--- config.mk ---
export PLATFORM = sky130hd
export DESIGN_NAME = quadtree_bitmap_decoder
export DESIGN_NICKNAME = d
export VERILOG_FILES = /design/src/hdl/qtd_pkg.sv /design/src/hdl/quadtree_bitmap_decoder.sv /design/src/hdl/qtd_quad.sv
export SDC_FILE = /design/constraint.sdc
export NUM_CORES = 1
export LEC_CHECK = 0
export BUFFER_PORTS_ARGS = -buffer_cell sky130_fd_sc_hd__buf_4
export CORE_ASPECT_RATIO = 0.8
export CORE_MARGIN = 3
export CORE_UTILIZATION = 30
export DETAILED_ROUTE_END_ITERATION = 16
export PLACE_DENSITY_LB_ADDON = 0.08
export RECOVER_POWER = 100
export REMOVE_ABC_BUFFERS = 1
export SYNTH_ARGS = -nofsm -noshare
export SYNTH_HDL_FRONTEND = slang
export SYNTH_HIERARCHICAL = 1
export SYNTH_SLANG_ARGS = --single-unit
--- constraint.sdc ---
create_clock -name clk -period 10.5 [get_ports clk]
set_input_delay 0.525 -clock clk [delete_from_list [all_inputs] [get_ports clk]]
set_output_delay 0.525 -clock clk [all_outputs]
set_load 0.03 [all_outputs]
--- src/hdl/qtd_pkg.sv ---
// ----------------------------------------------------------------------------
// qtd_pkg: shared types and codes of the quadtree bitmap decoder
// Symbol codes, register indexes, sequencer states and port widths.
// ----------------------------------------------------------------------------
package qtd_pkg;

  localparam int SYM_W      = 2;
  localparam int CFG_IDX_W  = 2;
  localparam int CFG_DATA_W = 9;
  localparam int POS_W      = 8;
  localparam int SIZE_W     = 9;
  localparam int NEXT_W     = 3;

  localparam logic [SYM_W-1:0] SYM_LEAF0 = 2'd0;
  localparam logic [SYM_W-1:0] SYM_LEAF1 = 2'd1;
  localparam logic [SYM_W-1:0] SYM_SPLIT = 2'd2;

  localparam logic [CFG_IDX_W-1:0] REG_IMAGE_ROWS = 2'd0;
  localparam logic [CFG_IDX_W-1:0] REG_IMAGE_COLS = 2'd1;

  // quadrant order: top-left, top-right, bottom-left, bottom-right
  localparam logic [NEXT_W-1:0] QUAD_FIRST = 3'd1;
  localparam logic [NEXT_W-1:0] QUAD_LAST  = 3'd3;

  typedef enum logic [2:0] {
    ST_IDLE = 3'b001,
    ST_READ = 3'b010,
    ST_QUAD = 3'b100
  } state_t;

endpackage

--- src/hdl/quadtree_bitmap_decoder.sv ---
// ----------------------------------------------------------------------------
// quadtree_bitmap_decoder: quadtree symbol stream to filled rectangles
// Decodes split / leaf symbols against a frame stack and emits one
// rectangle per leaf, with image_done on the image's last leaf.
// ----------------------------------------------------------------------------
// Feed one symbol per beat while in_ready is high (0 leaf zero, 1 leaf one, 2 split, 3 ignored).
// A split or an ignored symbol keeps the decoder in its idle state. A leaf is
// taken, then the frame stack is read and the quadrants of the top frame are
// tried until a non-empty quadrant is found; an exhausted frame is dropped
// and the next one read, and one more read finds the stack empty at the
// image's end. This is the work of the single shared quadrant unit and the
// single read port of the frame stack; a frame costs one read and at most
// three quadrant tries. The result stays in the output register until taken
// and the next symbol can be accepted in the beat the result leaves. A
// write to image_rows or image_cols restarts decoding at the root; write
// only while no leaf is in flight. Split symbols arriving with all
// STACK_DEPTH frames in use are dropped.
module quadtree_bitmap_decoder #(
  parameter int MAX_ROWS    = 256,
  parameter int MAX_COLS    = 256,
  parameter int STACK_DEPTH = 9
) (
  input  logic                             clk,
  input  logic                             rst,
  input  logic                             cfg_valid,
  output logic                             cfg_ready,
  input  logic [qtd_pkg::CFG_IDX_W-1:0]    cfg_index,
  input  logic [qtd_pkg::CFG_DATA_W-1:0]   cfg_data,
  input  logic                             in_valid,
  output logic                             in_ready,
  input  logic [qtd_pkg::SYM_W-1:0]        symbol,
  output logic                             out_valid,
  input  logic                             out_ready,
  output logic [qtd_pkg::POS_W-1:0]        row_start,
  output logic [qtd_pkg::POS_W-1:0]        col_start,
  output logic [qtd_pkg::SIZE_W-1:0]       height,
  output logic [qtd_pkg::SIZE_W-1:0]       width,
  output logic                             fill_value,
  output logic                             image_done
);

  localparam int RW = $clog2(MAX_ROWS + 1);
  localparam int CW = $clog2(MAX_COLS + 1);
  localparam int LW = $clog2(STACK_DEPTH + 1);
  localparam int IW = (STACK_DEPTH > 1) ? $clog2(STACK_DEPTH) : 1;

  typedef struct packed {
    logic [RW-1:0]                 r;
    logic [CW-1:0]                 c;
    logic [RW-1:0]                 h;
    logic [CW-1:0]                 w;
    logic [qtd_pkg::NEXT_W-1:0]    next;
  } frame_t;

  qtd_pkg::state_t state;

  logic [qtd_pkg::CFG_DATA_W-1:0] image_rows, image_cols;
  logic [qtd_pkg::CFG_DATA_W-1:0] image_rows_next, image_cols_next;
  logic [RW-1:0] root_h;
  logic [CW-1:0] root_w;

  logic [RW-1:0] pend_r, pend_h;
  logic [CW-1:0] pend_c, pend_w;
  logic [LW-1:0] level;
  frame_t        top;
  frame_t        frame_mem [STACK_DEPTH];

  logic          frame_we;
  logic [IW-1:0] frame_waddr;
  frame_t        frame_wdata;
  logic [IW-1:0] top_addr;

  logic [RW-1:0] u_r, u_h, q_r, q_h;
  logic [CW-1:0] u_c, u_w, q_c, q_w;
  logic [1:0]    u_k;
  logic          q_empty;

  logic cfg_fire, in_fire, out_fire, is_leaf, is_split, stack_full;

  assign cfg_ready  = 1'b1;
  assign cfg_fire   = cfg_valid && cfg_ready;
  assign in_ready   = (state == qtd_pkg::ST_IDLE) && (!out_valid || out_ready);
  assign in_fire    = in_valid && in_ready;
  assign out_fire   = out_valid && out_ready;
  assign is_leaf    = (symbol == qtd_pkg::SYM_LEAF0) || (symbol == qtd_pkg::SYM_LEAF1);
  assign is_split   = (symbol == qtd_pkg::SYM_SPLIT);
  assign stack_full = (32'(level) >= 32'(STACK_DEPTH));
  assign top_addr   = IW'(level - LW'(1));

  // restart uses the size being written in the same beat
  always_comb begin
    image_rows_next = image_rows;
    image_cols_next = image_cols;
    if (cfg_fire && cfg_index == qtd_pkg::REG_IMAGE_ROWS) image_rows_next = cfg_data;
    if (cfg_fire && cfg_index == qtd_pkg::REG_IMAGE_COLS) image_cols_next = cfg_data;
    if (image_rows_next == '0) begin
      root_h = RW'(1);
    end else if (32'(image_rows_next) > 32'(MAX_ROWS)) begin
      root_h = RW'(MAX_ROWS);
    end else begin
      root_h = RW'(image_rows_next);
    end
    if (image_cols_next == '0) begin
      root_w = CW'(1);
    end else if (32'(image_cols_next) > 32'(MAX_COLS)) begin
      root_w = CW'(MAX_COLS);
    end else begin
      root_w = CW'(image_cols_next);
    end
  end

  // shared quadrant unit: pending region on a split, stack top while unwinding
  always_comb begin
    if (state == qtd_pkg::ST_QUAD) begin
      u_r = top.r;
      u_c = top.c;
      u_h = top.h;
      u_w = top.w;
      u_k = top.next[1:0];
    end else begin
      u_r = pend_r;
      u_c = pend_c;
      u_h = pend_h;
      u_w = pend_w;
      u_k = 2'd0;
    end
  end

  qtd_quad #(.RW(RW), .CW(CW)) u_quad (
    .r(u_r), .c(u_c), .h(u_h), .w(u_w), .k(u_k),
    .qr(q_r), .qc(q_c), .qh(q_h), .qw(q_w), .empty(q_empty)
  );

  always_comb begin
    frame_we    = 1'b0;
    frame_waddr = top_addr;
    frame_wdata = top;
    if (state == qtd_pkg::ST_IDLE && in_fire && is_split && !stack_full) begin
      frame_we    = 1'b1;
      frame_waddr = IW'(level);
      frame_wdata = '{r: pend_r, c: pend_c, h: pend_h, w: pend_w,
                      next: qtd_pkg::QUAD_FIRST};
    end else if (state == qtd_pkg::ST_QUAD && !top.next[2] && !q_empty) begin
      frame_we         = 1'b1;
      frame_wdata.next = top.next + qtd_pkg::NEXT_W'(1);
    end
  end

  always_ff @(posedge clk) begin
    if (frame_we) frame_mem[frame_waddr] <= frame_wdata;
    if (state == qtd_pkg::ST_READ) top <= frame_mem[top_addr];
    else if (state == qtd_pkg::ST_QUAD) top.next <= top.next + qtd_pkg::NEXT_W'(1);
  end

  // result payload
  always_ff @(posedge clk) begin
    if (state == qtd_pkg::ST_IDLE && in_fire && is_leaf) begin
      row_start  <= qtd_pkg::POS_W'(pend_r);
      col_start  <= qtd_pkg::POS_W'(pend_c);
      height     <= qtd_pkg::SIZE_W'(pend_h);
      width      <= qtd_pkg::SIZE_W'(pend_w);
      fill_value <= symbol[0];
    end
    if (state == qtd_pkg::ST_READ && level == '0) image_done <= 1'b1;
    else if (state == qtd_pkg::ST_QUAD) image_done <= 1'b0;
  end

  always_ff @(posedge clk) begin
    if (rst) begin
      state      <= qtd_pkg::ST_IDLE;
      image_rows <= qtd_pkg::CFG_DATA_W'(1);
      image_cols <= qtd_pkg::CFG_DATA_W'(1);
      level      <= '0;
      pend_r     <= '0;
      pend_c     <= '0;
      pend_h     <= RW'(1);
      pend_w     <= CW'(1);
      out_valid  <= 1'b0;
    end else begin
      if (out_fire) out_valid <= 1'b0;
      if (cfg_fire) begin
        image_rows <= image_rows_next;
        image_cols <= image_cols_next;
        // unmapped indexes leave the decode where it is
        if (cfg_index == qtd_pkg::REG_IMAGE_ROWS ||
            cfg_index == qtd_pkg::REG_IMAGE_COLS) begin
          level  <= '0;
          pend_r <= '0;
          pend_c <= '0;
          pend_h <= root_h;
          pend_w <= root_w;
        end
      end
      case (state)
        qtd_pkg::ST_IDLE: begin
          if (in_fire && is_split && !stack_full) begin
            level  <= level + LW'(1);
            pend_r <= q_r;
            pend_c <= q_c;
            pend_h <= q_h;
            pend_w <= q_w;
          end else if (in_fire && is_leaf) begin
            state <= qtd_pkg::ST_READ;
          end
        end
        qtd_pkg::ST_READ: begin
          if (level == '0) begin
            // image complete: restart at the root
            pend_r    <= '0;
            pend_c    <= '0;
            pend_h    <= root_h;
            pend_w    <= root_w;
            out_valid <= 1'b1;
            state     <= qtd_pkg::ST_IDLE;
          end else begin
            state <= qtd_pkg::ST_QUAD;
          end
        end
        qtd_pkg::ST_QUAD: begin
          if (!top.next[2] && !q_empty) begin
            pend_r    <= q_r;
            pend_c    <= q_c;
            pend_h    <= q_h;
            pend_w    <= q_w;
            out_valid <= 1'b1;
            state     <= qtd_pkg::ST_IDLE;
          end else if (top.next[2] || top.next == qtd_pkg::QUAD_LAST) begin
            // frame exhausted: drop it
            level <= level - LW'(1);
            state <= qtd_pkg::ST_READ;
          end
        end
        default: begin
          state <= qtd_pkg::ST_IDLE;
        end
      endcase
    end
  end

`ifndef NO_ASSERTIONS
  a_level_bound: assert property (@(posedge clk) disable iff (rst)
    32'(level) <= 32'(STACK_DEPTH))
    else $error("stack level beyond depth");

  a_pend_nonempty: assert property (@(posedge clk) disable iff (rst)
    pend_h != '0 && pend_w != '0)
    else $error("pending region has no pixels");

  a_done_empty_stack: assert property (@(posedge clk) disable iff (rst)
    $rose(out_valid) && image_done |-> level == '0 && pend_r == '0 && pend_c == '0)
    else $error("image done with frames still live");

  a_split_push: assert property (@(posedge clk) disable iff (rst)
    in_fire && is_split && !stack_full && !cfg_fire |=> level == $past(level) + LW'(1))
    else $error("split did not push a frame");

  a_leaf_busy: assert property (@(posedge clk) disable iff (rst)
    in_fire && is_leaf |=> !in_ready && !out_valid)
    else $error("leaf result shown before unwind");
`endif

endmodule

--- src/hdl/qtd_quad.sv ---
// ----------------------------------------------------------------------------
// qtd_quad: quadrant unit
// Cuts a region into one of its four quadrants; the first half of each
// dimension takes the rounded-up size. Flags quadrants with no pixels.
// ----------------------------------------------------------------------------
module qtd_quad #(
  parameter int RW = 9,
  parameter int CW = 9
) (
  input  logic [RW-1:0] r,
  input  logic [CW-1:0] c,
  input  logic [RW-1:0] h,
  input  logic [CW-1:0] w,
  input  logic [1:0]    k,
  output logic [RW-1:0] qr,
  output logic [CW-1:0] qc,
  output logic [RW-1:0] qh,
  output logic [CW-1:0] qw,
  output logic          empty
);

  logic [RW-1:0] h1, h2;
  logic [CW-1:0] w1, w2;

  always_comb begin
    h2 = h >> 1;
    h1 = h2 + RW'(h[0]);
    w2 = w >> 1;
    w1 = w2 + CW'(w[0]);
    qr = k[1] ? r + h1 : r;
    qh = k[1] ? h2 : h1;
    qc = k[0] ? c + w1 : c;
    qw = k[0] ? w2 : w1;
    empty = (qh == '0) || (qw == '0);
  end

endmodule
==> results.py <==
metrics = {
    "flow_run": {
        "max_cap_violations": 10,
    },
    "route": {
        "vias": 12000,
        "wirelength_um": 57900,
        "dr.pass1.iters": 4,
        "via_per_inst": 5.04,
        "drt-wirelength-per-cell_um": 24.3,
        "remaining_drc_errors": 0,
        "ant_nets": 0,
        "first_iter_violations": 1065,
    },
    "setup_path": {
        "slowest_stage": "clkbuf_1",
        "reg2reg_depth": 18,
        "reg2reg_to": "frame_mem[2][10]",
        "crit_family": "simple AND/OR/NAND/NOR gates",
        "worstPathArrival_ps": 8030,
        "crit_fanout": 39,
        "path_cells": "or3b_2 > clkbuf_1 > nand2_1 > nand2_1 > ha_1 > ha_1 > nor2b_1 > nor3_1 > a31o_2 > o2111ai_1 > o41ai_1 > nor2_1 > nand2_1 > nand2_1 > buf_4 > o21ai_0 > nor2_1 > buf_4",
        "critPathKind": "reg2reg",
        "start_kind": "flip-flop",
        "slowest_delay_ps": 1610,
        "required_ps": 10740,
        "r2r_setup_slack_ps": 2710,
        "crit_buf_inv": 3,
        "crit_path_end_kind": "flip-flop",
        "cp_common_cell": "nand2_1",
        "reg2reg_from": "state[1]",
    },
    "global_routing": {
        "grt_pass1_vias": 12100,
        "overflow": 0,
        "grt_pass1_wl_um": 85300,
        "antenna_found_initial": 4,
        "grt_start_max_net_pins": 77,
        "grt_util_all_layers_pct": 16.5,
    },
    "timing": {
        "hold_viol_final": 0,
        "setup_slack_ps": 2710,
        "tns_ps": 0,
        "finalCritPeriodShare_pct": 74.2,
        "setup_viol": 0,
        "drv_slew": 384,
        "worstMarginPinSlew_ps": 4040,
        "rsz0062_at_grt": "no",
        "worst_clock_skew_ps": 23.4,
        "slew_headroom_pct": -169,
        "post-route-min-period_ps": 7790,
        "max_freq_mhz": 128,
    },
    "final_layout": {
        "fill_cells": 6354,
        "multiInputGateArea_sq_um": 6470,
        "seqCellArea_sq_um": 13400,
        "design_area_sq_um": 23200,
        "syn2layout_area_growth_pct": 14.9,
        "layout-drive-gt1-share_pct": 14.3,
        "nNetsFinal": 1530,
    },
    "clock_network": {
        "cts_root_buf": "clkbuf_16",
        "cts_hold_buf": 0,
        "htree_levels": 2,
        "post_cts_buffers": 0,
        "clockBufferDepth": 3,
        "path_clk_slew_ps": 60,
        "tritoncts": "done",
        "post_cts_resized": 0,
        "clkSinkCount": 466,
        "worstSkewPairLatency_ps": 610,
        "numCtsBuffers": 53,
    },
    "floorplanning": {
        "dieArea_sq_um": 70600,
        "core_area_sq_um": 66200,
        "chipWidth_um": 296,
        "start_util_pct": 30.6,
        "row_count": 84,
        "io_pins": 57,
        "die_y_um": 238,
    },
    "worst_hold_path": {
        "hold_class": "in2reg",
        "holdPathStages": 1,
        "min_from": "symbol[0]",
        "holdPathEnd": "fill_value",
    },
    "synth": {
        "yosys_warnings": 6,
        "syn_area_per_cell_sq_um": 14.1,
        "syn_inst": 1431,
        "synth_area_sq_um": 20200,
    },
    "outcome": {
        "status": "finished with violations",
        "violations": "max-capacitance violations, max-slew violations",
    },
    "pwr": {
        "power_density_nw_per_um2": 189,
        "peakVddDrop_mv": 0.121,
        "power_w": 0.00439,
        "p_leak_nw": 8.07,
    },
    "placement": {
        "placed_cell_area_sq_um": 21600,
        "post-place-ws_ps": 4510,
        "hpwlAfterDp_um": 35700,
        "port_buffers": 55,
        "place_congestion": 0.801,
    },
}
-- cell usage in the layout (no fill, tap or decap), types with 4 or more instances in the layout --
cell / n
edfxtp_1: 405
nand2_1: 252
nor2_1: 104
mux4_2: 74
a21oi_1: 71
dfxtp_1: 61
mux2i_1: 56
clkbuf_1: 55
clkbuf_16: 53
ha_1: 31
buf_4: 31
a22oi_1: 30
o21ai_0: 24
xnor2_1: 23
nor3_1: 20
nand3_1: 19
xor2_1: 19
clkinv_1: 14
inv_1: 12
mux2_2: 12
bufinv_16: 10
o22ai_1: 9
mux2_1: 8
nor2_4: 7
and3_1: 6
o211ai_1: 6
nand4_1: 6
nand2b_1: 5
o2bb2ai_1: 5
clkinv_2: 5
and2_1: 4
o31ai_1: 4
or4_1: 4
a32oi_1: 4
a31oi_1: 4
-- state kept, by name (all words and copies together) (netlist names) --
register / count
col_start: 8
fill_value: 1
frame_mem: 333
height: 9
image_cols: 9
image_done: 1
image_rows: 9
level: 4
out_valid: 1
pend_c: 8
pend_h: 9
pend_r: 8
pend_w: 9
row_start: 8
state: 3
top: 37
width: 9
-- where the power goes --
| group | leakage (nW) | switching, W | internal (W) |
|---|---|---|---|
| Combinational | 3.01 | 0.000232 | 0.000142 |
| Sequential | 4.17 | 0.0000157 | 0.00203 |
| Clock | 0.892 | 0.000780 | 0.00119 |
-- per-layer routing --
metal	vias to the layer above	global-route usage [%]	routed length [um]
li1	5470	-	-
met1	6200	26.3	30000
met2	249	22.9	23900
met3	88	2.71	2540
met4	4	4.62	1400
met5	-	0	27
-- how the worst max path moves through the flow --
stage,end,slack (ps),start,cells past startpoint
floorplan,frame_mem[1][0],1510,level[0],5
global placement,frame_mem[3][23],4660,state[2],15
detailed placement,frame_mem[0][9],4510,state[2],15
CTS,frame_mem[0][11],4500,state[2],15
global route,frame_mem[1][2],2070,state[1],18
finish,frame_mem[2][10],2710,state[1],18
-- layout make-up --
| cell class | count | share of cell area, % |
|---|---|---|
| clock buffer | 63 | 6.00 |
| sequential | 466 | 57.6 |
| inverter | 13 | 0.210 |
| clock inverter | 35 | 1.98 |
| multi-input combinational | 866 | 27.8 |
| tap | 860 | 4.63 |
| antenna | 1 | 0.0108 |
| timing repair buffer | 79 | 1.78 |
-- per-stage QoR --
stage | utilization, % | hold slack (ps) | cells
CTS | 35.5 | 84.1 | 2382
global route | 35.1 | 171 | 2382
global placement | 32.7 | 476 | 2284
detailed placement | 32.7 | 479 | 2284
finish | 35.1 | 175 | 2383
floorplan | - | 442 | 1345
(Power assumes the default switching activity.)
